## src/hdl/transient_envelope_boost_unit_macros.svh

```systemverilog
// Assertion helpers used by the top-level RTL file.
`ifndef TRANSIENT_ENVELOPE_BOOST_UNIT_MACROS_SVH
`define TRANSIENT_ENVELOPE_BOOST_UNIT_MACROS_SVH

// Same-cycle implication.
`define TEBU_ASSERT_IMP(lbl, ck, rn, ante, cons) \
	lbl: assert property (@(posedge ck) disable iff (!rn) (ante) |-> (cons)) \
		else $error("transient_envelope_boost_unit: assertion failed");

// Next-cycle implication.
`define TEBU_ASSERT_NXT(lbl, ck, rn, ante, cons) \
	lbl: assert property (@(posedge ck) disable iff (!rn) (ante) |=> (cons)) \
		else $error("transient_envelope_boost_unit: assertion failed");

`endif

```

## src/hdl/tebu_pkg.sv

```systemverilog
package tebu_pkg;

	localparam int SAMPLE_BITS_DEF = 24;
	localparam int COEF_W = 24;
	localparam int BOOST_W = 12;
	localparam int CFG_IDX_W = 3;

	localparam logic [COEF_W-1:0] FAST_ATTACK_RST = 24'd924600;
	localparam logic [COEF_W-1:0] FAST_RELEASE_RST = 24'd31680;
	localparam logic [COEF_W-1:0] SLOW_ATTACK_RST = 24'd4755;
	localparam logic [COEF_W-1:0] SLOW_RELEASE_RST = 24'd1902;
	localparam logic [BOOST_W-1:0] MAX_BOOST_RST = 12'd0;

	// Mask is Q1.24 and reaches exactly one.
	localparam int MASK_W = 25;
	localparam logic [MASK_W-1:0] MASK_ONE = 25'h1000000;
	// ln(10)/20 in Q0.28.
	localparam int LN_W = 25;
	localparam logic [LN_W-1:0] LN10_OVER_20_Q28 = 25'd30904774;
	localparam int Y_W = 30;
	localparam logic [Y_W-1:0] ONE_Q28 = 30'h10000000;
	localparam int GAIN_W = 31;
	localparam int SERIES_TERMS = 20;
	localparam int TERM_IDX_W = 5;

	// Shared bit-serial arithmetic units.
	localparam int MUL_AW = 37;
	localparam int MUL_BW = 32;
	localparam int DIV_QW = 30;

	typedef enum logic [CFG_IDX_W-1:0] {
		CFG_FAST_ATTACK = 3'd0,
		CFG_FAST_RELEASE = 3'd1,
		CFG_SLOW_ATTACK = 3'd2,
		CFG_SLOW_RELEASE = 3'd3,
		CFG_MAX_BOOST = 3'd4
	} cfg_idx_t;

	typedef struct packed {
		logic busy;
		logic done;
	} unit_stat_t;

endpackage

```

## src/hdl/tebu_smul.sv

```systemverilog
module tebu_smul #(
	parameter int AW = tebu_pkg::MUL_AW,
	parameter int BW = tebu_pkg::MUL_BW
) (
	input  logic                 clk,
	input  logic                 arst_n,
	input  logic                 start,
	input  logic [AW-1:0]        a,
	input  logic [BW-1:0]        b,
	output tebu_pkg::unit_stat_t stat,
	output logic [AW+BW-1:0]     prod
);
	localparam int CW = $clog2(BW + 1);

	logic [AW-1:0] a_q;
	logic [AW+BW-1:0] p_q;
	logic [CW-1:0] cnt_q;
	logic busy_q, done_q;
	logic [AW:0] sum;

	// The multiplier sits in the low half and is consumed LSB first.
	assign sum = {1'b0, p_q[AW+BW-1:BW]} + (p_q[0] ? {1'b0, a_q} : '0);

	always_ff @(posedge clk or negedge arst_n) begin
		if (!arst_n) begin
			busy_q <= 1'b0;
			done_q <= 1'b0;
			cnt_q <= '0;
			a_q <= '0;
			p_q <= '0;
		end else begin
			done_q <= 1'b0;
			if (start) begin
				a_q <= a;
				p_q <= {{AW{1'b0}}, b};
				cnt_q <= CW'(BW);
				busy_q <= 1'b1;
			end else if (busy_q) begin
				p_q <= {sum, p_q[BW-1:1]};
				cnt_q <= cnt_q - 1'b1;
				if (cnt_q == CW'(1)) begin
					busy_q <= 1'b0;
					done_q <= 1'b1;
				end
			end
		end
	end

	assign stat.busy = busy_q;
	assign stat.done = done_q;
	assign prod = p_q;
endmodule

```

## src/hdl/tebu_sdiv.sv

```systemverilog
module tebu_sdiv #(
	parameter int DW = tebu_pkg::SAMPLE_BITS_DEF + 3,
	parameter int QW = tebu_pkg::DIV_QW
) (
	input  logic                 clk,
	input  logic                 arst_n,
	input  logic                 start,
	input  logic [DW-1:0]        rem0,
	input  logic [QW-1:0]        lo,
	input  logic [DW-1:0]        dvsr,
	output tebu_pkg::unit_stat_t stat,
	output logic [QW-1:0]        quot
);
	localparam int CW = $clog2(QW + 1);

	logic [DW-1:0] rem_q, dvsr_q;
	logic [QW-1:0] lo_q;
	logic [CW-1:0] cnt_q;
	logic busy_q, done_q;
	logic [DW:0] trial, diff;
	logic ge;

	// Restoring division: the partial remainder stays below the divisor.
	assign trial = {rem_q, lo_q[QW-1]};
	assign ge = trial >= {1'b0, dvsr_q};
	assign diff = trial - {1'b0, dvsr_q};

	always_ff @(posedge clk or negedge arst_n) begin
		if (!arst_n) begin
			busy_q <= 1'b0;
			done_q <= 1'b0;
			cnt_q <= '0;
			rem_q <= '0;
			dvsr_q <= '0;
			lo_q <= '0;
		end else begin
			done_q <= 1'b0;
			if (start) begin
				rem_q <= rem0;
				lo_q <= lo;
				dvsr_q <= dvsr;
				cnt_q <= CW'(QW);
				busy_q <= 1'b1;
			end else if (busy_q) begin
				rem_q <= ge ? diff[DW-1:0] : trial[DW-1:0];
				lo_q <= {lo_q[QW-2:0], ge};
				cnt_q <= cnt_q - 1'b1;
				if (cnt_q == CW'(1)) begin
					busy_q <= 1'b0;
					done_q <= 1'b1;
				end
			end
		end
	end

	assign stat.busy = busy_q;
	assign stat.done = done_q;
	assign quot = lo_q;
endmodule

```

## src/hdl/transient_envelope_boost_unit.sv

```systemverilog
// Stereo transient shaper: the low-band magnitudes drive fast and slow
// envelopes, their difference sets a boost mask, and the gain minus one,
// exp(max_boost * ln10/20 * mask) - 1, is applied to the low band and added
// to the full-band sample with saturation. One sample pair is worked on at
// a time. The 20-term gain series runs on one bit-serial multiplier and one
// bit-serial divider (one bit per cycle each); it is skipped when the fast
// envelope does not exceed the slow one, and with max_boost_db at zero the
// full-band samples pass through. A finished result waits in the output
// register while the next transaction is accepted. Configuration writes are
// always ready and must only be issued while no transaction is in flight.
`include "transient_envelope_boost_unit_macros.svh"

module transient_envelope_boost_unit #(
	parameter int SAMPLE_BITS = tebu_pkg::SAMPLE_BITS_DEF
) (
	input  logic                           clk,
	input  logic                           arst_n,
	input  logic                           cfg_valid,
	output logic                           cfg_ready,
	input  logic [tebu_pkg::CFG_IDX_W-1:0] cfg_index,
	input  logic [tebu_pkg::COEF_W-1:0]    cfg_data,
	input  logic                           in_valid,
	output logic                           in_stall,
	input  logic signed [SAMPLE_BITS-1:0]  full_left,
	input  logic signed [SAMPLE_BITS-1:0]  full_right,
	input  logic signed [SAMPLE_BITS-1:0]  low_left,
	input  logic signed [SAMPLE_BITS-1:0]  low_right,
	output logic                           out_valid,
	input  logic                           out_stall,
	output logic signed [SAMPLE_BITS-1:0]  out_left,
	output logic signed [SAMPLE_BITS-1:0]  out_right
);
	localparam int W = SAMPLE_BITS;
	localparam int AW = tebu_pkg::MUL_AW;
	localparam int BW = tebu_pkg::MUL_BW;
	localparam int PW = AW + BW;
	localparam int QW = tebu_pkg::DIV_QW;
	localparam int DW = W + 3;
	localparam int NW = W + 28;
	localparam int GW = tebu_pkg::GAIN_W;
	localparam int YW = tebu_pkg::Y_W;
	localparam int TW = tebu_pkg::TERM_IDX_W;
	localparam logic [W-1:0] ENV_MAX = W'(1) << (W - 1);

	typedef enum logic [10:0] {
		ST_IDLE   = 11'b000_0000_0001,
		ST_ENV    = 11'b000_0000_0010,
		ST_ENV_W  = 11'b000_0000_0100,
		ST_SUM    = 11'b000_0000_1000,
		ST_MASK_W = 11'b000_0001_0000,
		ST_P_W    = 11'b000_0010_0000,
		ST_Y_W    = 11'b000_0100_0000,
		ST_TM_W   = 11'b000_1000_0000,
		ST_TD_W   = 11'b001_0000_0000,
		ST_BST    = 11'b010_0000_0000,
		ST_BST_W  = 11'b100_0000_0000
	} state_t;

	// Result is always parked here first and moves on once the output register is free or draining.
	logic res_pend_q;

	state_t state_q;
	logic [tebu_pkg::COEF_W-1:0] fa_q, fr_q, sa_q, sr_q;
	logic [tebu_pkg::BOOST_W-1:0] mb_q;
	logic [W-1:0] env_q [4];
	logic [W-1:0] full_l_q, full_r_q, low_l_q, low_r_q;
	logic [W-1:0] res_l_q, res_r_q, out_l_q, out_r_q;
	logic out_valid_q;
	logic [1:0] k_q;
	logic up_q, ch_q;
	logic [YW-1:0] y_q;
	logic [GW-1:0] gm1_q;
	logic [TW-1:0] n_q;

	logic mul_go_q, div_go_q;
	logic [AW-1:0] mul_a_q;
	logic [BW-1:0] mul_b_q;
	logic [DW-1:0] div_rem0_q, div_dvsr_q;
	logic [QW-1:0] div_lo_q;
	tebu_pkg::unit_stat_t mul_st, div_st;
	logic [PW-1:0] prod;
	logic [QW-1:0] quot;

	function automatic logic [W-1:0] mag(input logic [W-1:0] v);
		return v[W-1] ? (~v + 1'b1) : v;
	endfunction

	function automatic logic [W-1:0] sat(input logic [W+3:0] r);
		logic [W-1:0] res;
		res = r[W-1:0];
		if (!r[W+3] && (r[W+2:W-1] != '0))
			res = {1'b0, {(W-1){1'b1}}};
		else if (r[W+3] && (r[W+2:W-1] != '1))
			res = {1'b1, {(W-1){1'b0}}};
		return res;
	endfunction

	tebu_smul #(.AW(AW), .BW(BW)) u_mul (
		.clk(clk), .arst_n(arst_n), .start(mul_go_q), .a(mul_a_q), .b(mul_b_q),
		.stat(mul_st), .prod(prod)
	);

	tebu_sdiv #(.DW(DW), .QW(QW)) u_div (
		.clk(clk), .arst_n(arst_n), .start(div_go_q), .rem0(div_rem0_q), .lo(div_lo_q),
		.dvsr(div_dvsr_q), .stat(div_st), .quot(quot)
	);

	// Envelope step operands.
	logic [W-1:0] m_cur, e_cur, r_env;
	logic up_cur;
	assign m_cur = mag(k_q[0] ? low_r_q : low_l_q);
	assign e_cur = env_q[k_q];
	assign up_cur = m_cur > e_cur;
	assign r_env = W'(prod[W+23:24]) + W'(prod[23]);

	// Mask operands.
	logic [W:0] f_sum, s_sum, d_sum;
	logic [DW-1:0] d5, den;
	logic [NW-1:0] num;
	assign f_sum = (W+1)'(env_q[0]) + (W+1)'(env_q[1]);
	assign s_sum = (W+1)'(env_q[2]) + (W+1)'(env_q[3]);
	assign d_sum = f_sum - s_sum;
	assign d5 = (DW'(d_sum) << 2) + DW'(d_sum);
	assign den = d5 + (DW'(s_sum) << 1);
	assign num = {d5, 24'b0} + NW'(den >> 1);

	// Boost term and saturated output.
	logic [W+2:0] adj;
	logic [W-1:0] full_cur, low_cur;
	logic [W+3:0] r_out;
	assign full_cur = ch_q ? full_r_q : full_l_q;
	assign low_cur = ch_q ? low_r_q : low_l_q;
	assign adj = (W+3)'(prod[W+30:28]) + (W+3)'(prod[27]);
	assign r_out = low_cur[W-1] ? ({{4{full_cur[W-1]}}, full_cur} - {1'b0, adj})
		: ({{4{full_cur[W-1]}}, full_cur} + {1'b0, adj});

	always_ff @(posedge clk or negedge arst_n) begin
		if (!arst_n) begin
			state_q <= ST_IDLE;
			fa_q <= tebu_pkg::FAST_ATTACK_RST;
			fr_q <= tebu_pkg::FAST_RELEASE_RST;
			sa_q <= tebu_pkg::SLOW_ATTACK_RST;
			sr_q <= tebu_pkg::SLOW_RELEASE_RST;
			mb_q <= tebu_pkg::MAX_BOOST_RST;
			for (int i = 0; i < 4; i++) env_q[i] <= '0;
			out_valid_q <= 1'b0;
			res_pend_q <= 1'b0;
			mul_go_q <= 1'b0;
			div_go_q <= 1'b0;
			k_q <= '0;
			ch_q <= 1'b0;
			n_q <= '0;
		end else begin
			mul_go_q <= 1'b0;
			div_go_q <= 1'b0;

			if (cfg_valid) begin
				case (tebu_pkg::cfg_idx_t'(cfg_index))
					tebu_pkg::CFG_FAST_ATTACK: fa_q <= cfg_data;
					tebu_pkg::CFG_FAST_RELEASE: fr_q <= cfg_data;
					tebu_pkg::CFG_SLOW_ATTACK: sa_q <= cfg_data;
					tebu_pkg::CFG_SLOW_RELEASE: sr_q <= cfg_data;
					tebu_pkg::CFG_MAX_BOOST: mb_q <= cfg_data[tebu_pkg::BOOST_W-1:0];
					default: ;
				endcase
			end

			// Output register: drain, then refill from a parked result.
			if (out_valid_q && !out_stall)
				out_valid_q <= 1'b0;
			if (res_pend_q && (!out_valid_q || !out_stall)) begin
				out_l_q <= res_l_q;
				out_r_q <= res_r_q;
				out_valid_q <= 1'b1;
				res_pend_q <= 1'b0;
			end

			case (state_q)
				ST_IDLE: begin
					if (in_valid && !in_stall) begin
						full_l_q <= full_left;
						full_r_q <= full_right;
						low_l_q <= low_left;
						low_r_q <= low_right;
						if (mb_q == '0) begin
							res_l_q <= full_left;
							res_r_q <= full_right;
							res_pend_q <= 1'b1;
						end else begin
							k_q <= '0;
							state_q <= ST_ENV;
						end
					end
				end
				ST_ENV: begin
					up_q <= up_cur;
					mul_a_q <= AW'(up_cur ? (m_cur - e_cur) : (e_cur - m_cur));
					if (!k_q[1])
						mul_b_q <= BW'(up_cur ? fa_q : fr_q);
					else
						mul_b_q <= BW'(up_cur ? sa_q : sr_q);
					mul_go_q <= 1'b1;
					state_q <= ST_ENV_W;
				end
				ST_ENV_W: begin
					if (mul_st.done) begin
						env_q[k_q] <= up_q ? (e_cur + r_env) : (e_cur - r_env);
						k_q <= k_q + 1'b1;
						state_q <= (k_q == 2'd3) ? ST_SUM : ST_ENV;
					end
				end
				ST_SUM: begin
					if (f_sum <= s_sum) begin
						gm1_q <= '0;
						ch_q <= 1'b0;
						state_q <= ST_BST;
					end else begin
						div_rem0_q <= DW'(num[NW-1:QW]);
						div_lo_q <= num[QW-1:0];
						div_dvsr_q <= den;
						div_go_q <= 1'b1;
						state_q <= ST_MASK_W;
					end
				end
				ST_MASK_W: begin
					if (div_st.done) begin
						mul_a_q <= AW'(quot[tebu_pkg::MASK_W-1:0]);
						mul_b_q <= BW'(mb_q);
						mul_go_q <= 1'b1;
						state_q <= ST_P_W;
					end
				end
				ST_P_W: begin
					if (mul_st.done) begin
						mul_a_q <= prod[AW-1:0];
						mul_b_q <= BW'(tebu_pkg::LN10_OVER_20_Q28);
						mul_go_q <= 1'b1;
						state_q <= ST_Y_W;
					end
				end
				ST_Y_W: begin
					if (mul_st.done) begin
						y_q <= prod[61:32] + YW'(prod[31]);
						mul_a_q <= AW'(tebu_pkg::ONE_Q28);
						mul_b_q <= BW'(prod[61:32] + YW'(prod[31]));
						mul_go_q <= 1'b1;
						gm1_q <= '0;
						n_q <= TW'(1);
						state_q <= ST_TM_W;
					end
				end
				ST_TM_W: begin
					if (mul_st.done) begin
						div_rem0_q <= '0;
						div_lo_q <= prod[57:28];
						div_dvsr_q <= DW'(n_q);
						div_go_q <= 1'b1;
						state_q <= ST_TD_W;
					end
				end
				ST_TD_W: begin
					if (div_st.done) begin
						gm1_q <= gm1_q + GW'(quot);
						if (n_q == TW'(tebu_pkg::SERIES_TERMS)) begin
							ch_q <= 1'b0;
							state_q <= ST_BST;
						end else begin
							n_q <= n_q + 1'b1;
							mul_a_q <= AW'(quot);
							mul_b_q <= BW'(y_q);
							mul_go_q <= 1'b1;
							state_q <= ST_TM_W;
						end
					end
				end
				ST_BST: begin
					// Wait until the previous result has left the parking slot.
					if (!res_pend_q) begin
						mul_a_q <= AW'(gm1_q);
						mul_b_q <= BW'(mag(low_cur));
						mul_go_q <= 1'b1;
						state_q <= ST_BST_W;
					end
				end
				ST_BST_W: begin
					if (mul_st.done) begin
						if (ch_q) begin
							res_r_q <= sat(r_out);
							res_pend_q <= 1'b1;
							state_q <= ST_IDLE;
						end else begin
							res_l_q <= sat(r_out);
							ch_q <= 1'b1;
							state_q <= ST_BST;
						end
					end
				end
				default: state_q <= ST_IDLE;
			endcase
		end
	end

	assign cfg_ready = 1'b1;
	assign in_stall = (state_q != ST_IDLE) || res_pend_q;
	assign out_valid = out_valid_q;
	assign out_left = out_l_q;
	assign out_right = out_r_q;

	`TEBU_ASSERT_IMP(a_idle_units, clk, arst_n, state_q == ST_IDLE, !mul_st.busy && !div_st.busy)
	`TEBU_ASSERT_IMP(a_mask_range, clk, arst_n, div_st.done && (state_q == ST_MASK_W), quot <= QW'(tebu_pkg::MASK_ONE))
	`TEBU_ASSERT_IMP(a_env_bound, clk, arst_n, 1'b1, (env_q[0] <= ENV_MAX) && (env_q[1] <= ENV_MAX) && (env_q[2] <= ENV_MAX) && (env_q[3] <= ENV_MAX))
	`TEBU_ASSERT_NXT(a_result_moves, clk, arst_n, res_pend_q && (!out_valid_q || !out_stall), out_valid_q && !res_pend_q)
endmodule
```

## config.mk

```make
export PLATFORM = sky130hd
export DESIGN_NAME = transient_envelope_boost_unit
export DESIGN_NICKNAME = d
export VERILOG_FILES = /design/src/hdl/tebu_pkg.sv /design/src/hdl/tebu_smul.sv /design/src/hdl/tebu_sdiv.sv /design/src/hdl/transient_envelope_boost_unit.sv
export VERILOG_INCLUDE_DIRS = /design/src /design/src/hdl
export SDC_FILE = /design/constraint.sdc
export NUM_CORES = 2
export LEC_CHECK = 0
export BUFFER_PORTS_ARGS = -buffer_cell sky130_fd_sc_hd__buf_4
export CAP_MARGIN = 20
export CORE_ASPECT_RATIO = 0.6
export CORE_UTILIZATION = 50
export DETAILED_ROUTE_END_ITERATION = 6
export PLACE_DENSITY_LB_ADDON = 0.1
export SLEW_MARGIN = 20
export SYNTH_ARGS = -nofsm -noshare
export SYNTH_HDL_FRONTEND = slang
export SYNTH_SLANG_ARGS = --single-unit
```

## constraint.sdc

```tcl
create_clock -name clk -period 22.5 [get_ports clk]
set_input_delay 1.125 -clock clk [delete_from_list [all_inputs] [get_ports clk]]
set_output_delay 1.125 -clock clk [all_outputs]
set_load 0.1 [all_outputs]
```

* Word-level counts from Yosys, hierarchy flattened
Cells that the tools add are included.
** Storage, ports and cells
- Flip-flop bits (word level) :: 839
- Bits in latches :: 0
- Bits in writable memories :: 0
- Bits in read-only memories :: 0
- Bits of input ports :: 128
- Output and inout bits :: 51
- Word-level logic and storage cells :: 284
- Memories :: 0
** Cells by class
- Add/sub/neg operators :: 25
- Multipliers :: 0
- Div/mod/pow operators :: 0
- Order comparisons :: 5
- Equality and inequality tests :: 38
- Shifts and indexed selects :: 0
- Muxes and demuxes :: 124
- Bitwise gates (word level) :: 3
- Reductions and logical operators :: 45
** Operators with widths (number)
- $mux 24 :: 22
- $mux 37 :: 8
- $pmux 37 s6 :: 1
- $mux 32 :: 6
- $pmux 32 s6 :: 1
- $mux 27 :: 7
- $mux 69 :: 2
- $pmux 11 s11 :: 1
- $mux 30 :: 4
- $mux 11 :: 10
- $pmux 27 s2 :: 2
- $bwmux 96 :: 1
- $pmux 24 s2 :: 2
- $mux 31 :: 3
- $pmux 31 s3 :: 1
- $pmux 30 s2 :: 1
- $add 51x26->52 :: 1
- $add 24x24->25 :: 2
- $sub 24x24->25 :: 2
- $add 24x1->24 const B :: 2
- $bmux 24 s2 :: 1
- $demux 24 s2 :: 1
- $not 24->24 :: 2
- $add 37x38->38 :: 1
- 74 further kinds :: 156

* Logic depth before layout (Yosys ltp)
- Depth in word-level cells :: 10
- Depth in mapped cells :: 45
- Depth with buffers taken out :: 44

* By module
From an unflattened synthesis, not the netlist that was laid out.
** Second synthesis, totals
- Cells, all modules :: 5424
- Area total of the unflattened synthesis :: 55101.6 µm²
** Modules (own cells, without submodules)
- transient_envelope_boost_unit :: instances 1, cells an instance 3990, area an instance 42109.1 µm², sequential area each 17764.5 µm²
- tebu_smul :: instances 1, cells an instance 778, area an instance 7204.4 µm², sequential area each 2852.7 µm²
- tebu_sdiv :: instances 1, cells an instance 656, area an instance 5788.1 µm², sequential area each 2277.2 µm²

* Worst setup path after synthesis
No wires, ideal clock.
- Path kind :: reg2reg
- From :: register env_q[0] (netlist name)
- To :: register div_dvsr_q[0], enable pin
- Library setup time :: 0.542 ns
- Arrival time :: 8.217 ns
- Data required time :: 21.958 ns
- Slack :: 13.741 ns
- Stages on the path, launching flop included :: 25
- Cell sequence :: dfrtp_1 -> ha_1 -> inv_1 -> fa_1 -> nand2b_1 -> a21oi_1 -> o21a_1 -> a221o_1 -> a21o_1 -> a21o_1 -> a21oi_1 -> o21bai_1 -> a21oi_1 -> o21bai_1 -> xnor2_1 -> ha_1 -> and3_1 -> nand2_1 -> o311ai_0 -> nand4b_1 -> a21oi_1 -> nor4_1 -> nor3_1 -> nand2_1 -> a21oi_1
** Between the ends
- Longest elaborated chain between the ends :: 4
** Ends and longest elaborated chain
- start: declaration :: RTL line transient_envelope_boost_unit.sv:65 : logic [W-1:0] env_q [4];
- start signal: indexed assignment :: RTL line transient_envelope_boost_unit.sv:207 : env_q[k_q] <= up_q ? (e_cur + r_env) : (e_cur - r_env);
- $add 24x24->25 :: RTL line transient_envelope_boost_unit.sv:121 : assign s_sum = (W+1)'(env_q[2]) + (W+1)'(env_q[3]);
- $le 25x25->1 :: RTL line transient_envelope_boost_unit.sv:213 : if (f_sum <= s_sum) begin
- $ne 2x2->1 (no source line)
- $reduce_and 4->1 (no source line)
- end signal: assignment :: RTL line transient_envelope_boost_unit.sv:220 : div_dvsr_q <= den;
- end signal: assignment :: RTL line transient_envelope_boost_unit.sv:256 : div_dvsr_q <= DW'(n_q);
- end: declaration :: RTL line transient_envelope_boost_unit.sv:78 : logic [DW-1:0] div_rem0_q, div_dvsr_q;
Every way passes these cells.
A chain may end at the register's enable or synchronous reset.

* Worst setup path in the final report
- From :: register env_q[24] (netlist name)
- To :: register div_rem0_q[17] (data pin)
** Between the ends
- Longest elaborated chain between the ends :: 7
** Ends and longest elaborated chain
- $add 24x24->25 (*) :: RTL line transient_envelope_boost_unit.sv:121
- $sub 25x25->25 :: RTL line transient_envelope_boost_unit.sv:122 : assign d_sum = f_sum - s_sum;
- $add 27x25->27 :: RTL line transient_envelope_boost_unit.sv:123 : assign d5 = (DW'(d_sum) << 2) + DW'(d_sum);
- $add 27x26->27 (*) :: RTL line transient_envelope_boost_unit.sv:124 : assign den = d5 + (DW'(s_sum) << 1);
- via den[26] :: RTL line transient_envelope_boost_unit.sv:118 : logic [DW-1:0] d5, den;
- $add 51x26->52 (*) :: RTL line transient_envelope_boost_unit.sv:125 : assign num = {d5, 24'b0} + NW'(den >> 1);
- $mux 27 (*) :: RTL line transient_envelope_boost_unit.sv:213
- $pmux 27 s2 (*) :: RTL line transient_envelope_boost_unit.sv:178 : case (state_q)
- end signal: assignment :: RTL line transient_envelope_boost_unit.sv:218 : div_rem0_q <= DW'(num[NW-1:QW]);
- end: declaration :: RTL line transient_envelope_boost_unit.sv:78
The timed path passes the listed nets; every way through them passes the cells marked *. The select of a mux whose other input is x is not followed.

==> results.md <==
| Parameter | Reported |
|:---|:---|
| Result of the run | complete, but fails checks |
| Violated checks | DRC |
| Register-to-Register Setup Slack | 12.13 ns |
| Type of the setup path with the least slack | flop to flop |
| Initial antenna violation count | 10 |
| CTS Buf Count | 82 |
| Post-layout min period | 10.37 ns |
| Unrepaired setup endpoints after global routing | no |
| Later-pin clock latency in the skew report | 0.72 ns |
| Arrival time worst endpoint | 10.78 ns |
| Worst hold-check path type | input pin to asynchronous set/reset pin |
| Clk Tree Root Cell | sky130_fd_sc_hd__clkbuf_16 |
| Worst vdd ir | 0.0000663 V |
| Required time of the worst setup path | 22.91 ns |
| Endpoint kind of the worst setup timing path | flop |
| Synthesized area per cell | 10.0 µm² |
| Clock Pin Slew Worst Setup and Hold Paths | 0.06 ns |
| Count of clock tree sinks | 833 |
| Detailed Route Iter0 Violations | 5347 |
| Count of endpoints failing hold in the final timing report | 0 |
| Boundary Pins | 179 |
| Share of synthesized flip-flops with an asynchronous set or reset | 51.9% |
| Remaining routing DRC violations | 4 |
| Yosys warning count | 0 |
| Number of slew-limit violations in the final report | 0 |
| Portion of the post-synthesis area used by sequential elements | 42.8% |
| Core box area | 106000 µm² |
| Critical register-to-register path endpoint | div_rem0_q[17]$_SDFFCE_PP0P_ |
| Slowest cell on the critical path | sky130_fd_sc_hd__o311ai_0 |
| Reported max-cap violation count | 0 |
| P&R area growth vs syn | 10.6% |
| Layout cells sized above 1 | 13.7% |
| Maximum count of clock buffers along a single path | 3 |
| Die Outline Area | 108000 µm² |
| Number of buffers inserted by post-CTS setup repair | 0 |
| Commonest non-fill, non-tap cells in the layout | sky130_fd_sc_hd__nand2_1 (460), sky130_fd_sc_hd__nor2_1 (402), sky130_fd_sc_hd__edfxtp_1 (401), sky130_fd_sc_hd__dfrtp_1 (391), sky130_fd_sc_hd__a21oi_1 (374) |
| Setup TNS after final layout | 0 ns |
| Static Leak | 0.0254 µW |
| Worst Reg2Reg Path Length in Cells | 42 |
| Delay contributed by the slowest stage of the critical path | 0.90 ns |
| Power density over the cells | 119 nW/µm² |
| Post-CTS resize count | 0 |
| Count of different cell masters after synthesis | 105 |
| Placed wire-length estimate | 130000 µm |
| CTS H-tree depth | 3 |
| Final antenna-violating net count | 0 |
| Number of setup violations in the final report | 0 |
| Hold buffer count at cts | 0 |
| Startpoint type of the worst setup path | flop |
| CP Max Fanout | 8 |
| Cell count after synthesis | 5329 |
| Worst slew slack as a fraction of its limit | 14.9% |
| Total routing usage reported by global routing | 31.2% |
| Start of the worst register-to-register path | env_q[24]$_DFFE_PN0P_ |
| Port buffer count | 177 |
| Fin crit share | 46.1% |
| Vias in the first global route | 38600 |
| Count of standard-cell rows | 92 |
| Die Y | 255 µm |
| Maximum number of pins on one net before global-route repair | 93 |
| Fill count | 9221 |
| Setup clock skew after layout | 0.0534 ns |
| Number of synthesized flops with an enable pin | 401 |
| Final global-route overflow total | 0 |
| Library cell appearing most often on the critical path | sky130_fd_sc_hd__a21oi_1 |
| Maximum frequency from static timing analysis | 0.0964 GHz |
| Most frequent standard cell in the layout excluding fill and tap cells | sky130_fd_sc_hd__nand2_1 |
| TritonRoute pass-1 iters | 7 |
| Net count after synthesis | 5803 |
| Ys flop type | sky130_fd_sc_hd__edfxtp_1 |
| Routed WL | 172000 µm |
| Worst slew pin tran | 1.27 ns |
| Wire length of the first global-routing pass | 255000 µm |
| Number of synthesized register bits | 833 |
| Fin Hold WS | 0.284 ns |
| Vias after detailed routing | 42300 |
| Starting density of the core | 50.7% |
| Overall die width | 424 µm |
| Final #Nets | 5901 |
| Clock tree from TritonCTS | done |
| Wire length per cell after detailed routing | 24.9 µm |
| Final GP Congestion | 0.994 |
| Drt via density | 6.13 |
| Synthesized area | 53500 µm² |
-- cell families after synthesis --
family	count (synthesis)	share of synthesized area [%]
adders and majority gates	348	8.31
DFF	833	42.8
buffers and inverters	480	3.48
AOI/OAI and AO/OA	1380	16.3
and+or+nand+nor	1445	12.8
muxes	397	9.00
other	1	0.00701
xor gates and xnor gates	445	7.34
-- critical path, delay by kind of cell (launching register included) --
kind            cells  cell delay (ns)
compound gates     20             4.61
xor+xnor            4             1.17
fa+ha+maj           6             2.12
buf+inv             3             0.23
flops               1             0.38
simple gates        9             1.56
-- synth_stat cells (all sizes together), types with 22 or more instances --
| master | count | area (µm²) |
|---|---|---|
| a211oi | 43 | 333 |
| a21o | 208 | 1560 |
| a21oi | 378 | 1900 |
| a222oi | 27 | 270 |
| a31oi | 51 | 319 |
| and2 | 81 | 509 |
| and3 | 47 | 294 |
| buf | 59 | 282 |
| clkbuf | 184 | 691 |
| dfrtp | 398 | 9960 |
| dfstp | 34 | 893 |
| edfxtp | 401 | 12000 |
| ha | 333 | 4170 |
| inv | 236 | 886 |
| mux2 | 190 | 2140 |
| mux2i | 159 | 1600 |
| mux4 | 48 | 1080 |
| nand2 | 460 | 1730 |
| nand2b | 53 | 332 |
| nand3 | 103 | 521 |
| nand4 | 46 | 294 |
| nor2 | 403 | 1510 |
| nor2b | 46 | 288 |
| nor3 | 83 | 425 |
| nor4 | 22 | 168 |
| o21a | 32 | 240 |
| o21ai | 396 | 1980 |
| o21bai | 36 | 270 |
| o31ai | 30 | 235 |
| xnor2 | 263 | 2310 |
| xor2 | 181 | 1590 |
-- where the power goes --
part	internal (µW)	switching (µW)
sequential	1910	222
clock	807	633
combinational	1240	2230
total	3960	3080
-- worst max-delay path by stage --
stage                               start                           end  depth (start not counted)
floorplan            env_q[0]$_DFFE_PN0P_       div_dvsr_q[0]$_DFFE_PP_                         24
global placement     env_q[0]$_DFFE_PN0P_  div_rem0_q[20]$_SDFFCE_PP0P_                         40
detailed placement  env_q[24]$_DFFE_PN0P_  div_rem0_q[20]$_SDFFCE_PP0P_                         40
CTS                 env_q[24]$_DFFE_PN0P_  div_rem0_q[20]$_SDFFCE_PP0P_                         40
global route        env_q[24]$_DFFE_PN0P_  div_rem0_q[19]$_SDFFCE_PP0P_                         42
finish              env_q[24]$_DFFE_PN0P_  div_rem0_q[17]$_SDFFCE_PP0P_                         42
-- stage by stage --
stage               util [%]  total power, µW  cell area (µm²)  instances  worst slack [ns]
floorplan                  -             4320            53500       5329             13.74
global placement        53.4             5480            56400       6753             12.57
detailed placement      53.4             5500            56400       6753             12.36
CTS                     56.0             6960            59200       6904             12.31
global route            56.1             7390            59200       6904             11.45
finish                  56.1             7040            59200       6908             12.13
-- per-layer routing --
metal / part of all wire [%] / global-route usage, % / up-vias
met5: 0 / 0 / -
met4: 1.8 / 5.73 / 0
li1: - / - / 19500
met3: 11 / 9.58 / 179
met1: 50 / 52.1 / 20800
met2: 37 / 38.1 / 1850
-- state kept, by name (all words and copies together), names as in the netlist, 27 cells and up --
| signal | cells |
|---|---|
| u_mul.prod | 69 |
| u_div.dvsr_q | 27 |
| gm1_q | 31 |
| mul_b_q | 31 |
| env_q | 96 |
| div_dvsr_q | 27 |
| u_div.quot | 30 |
| u_div.rem_q | 27 |
| div_lo_q | 30 |
| mul_a_q | 37 |
| u_mul.a_q | 37 |
| y_q | 30 |
-- final cells by class --
cell class,instances,area [µm²],share of cell area (%)
timing repair buffer,257,1940,3.28
multi-input combinational,4016,28900,48.8
clock buffer,116,2350,3.98
sequential,833,22900,38.7
tap,1410,1760,2.98
antenna,4,10.0,0.0169
inverter,237,890,1.50
clock inverter,35,405,0.685
Note: power is estimated with default switching activity, not from simulation.
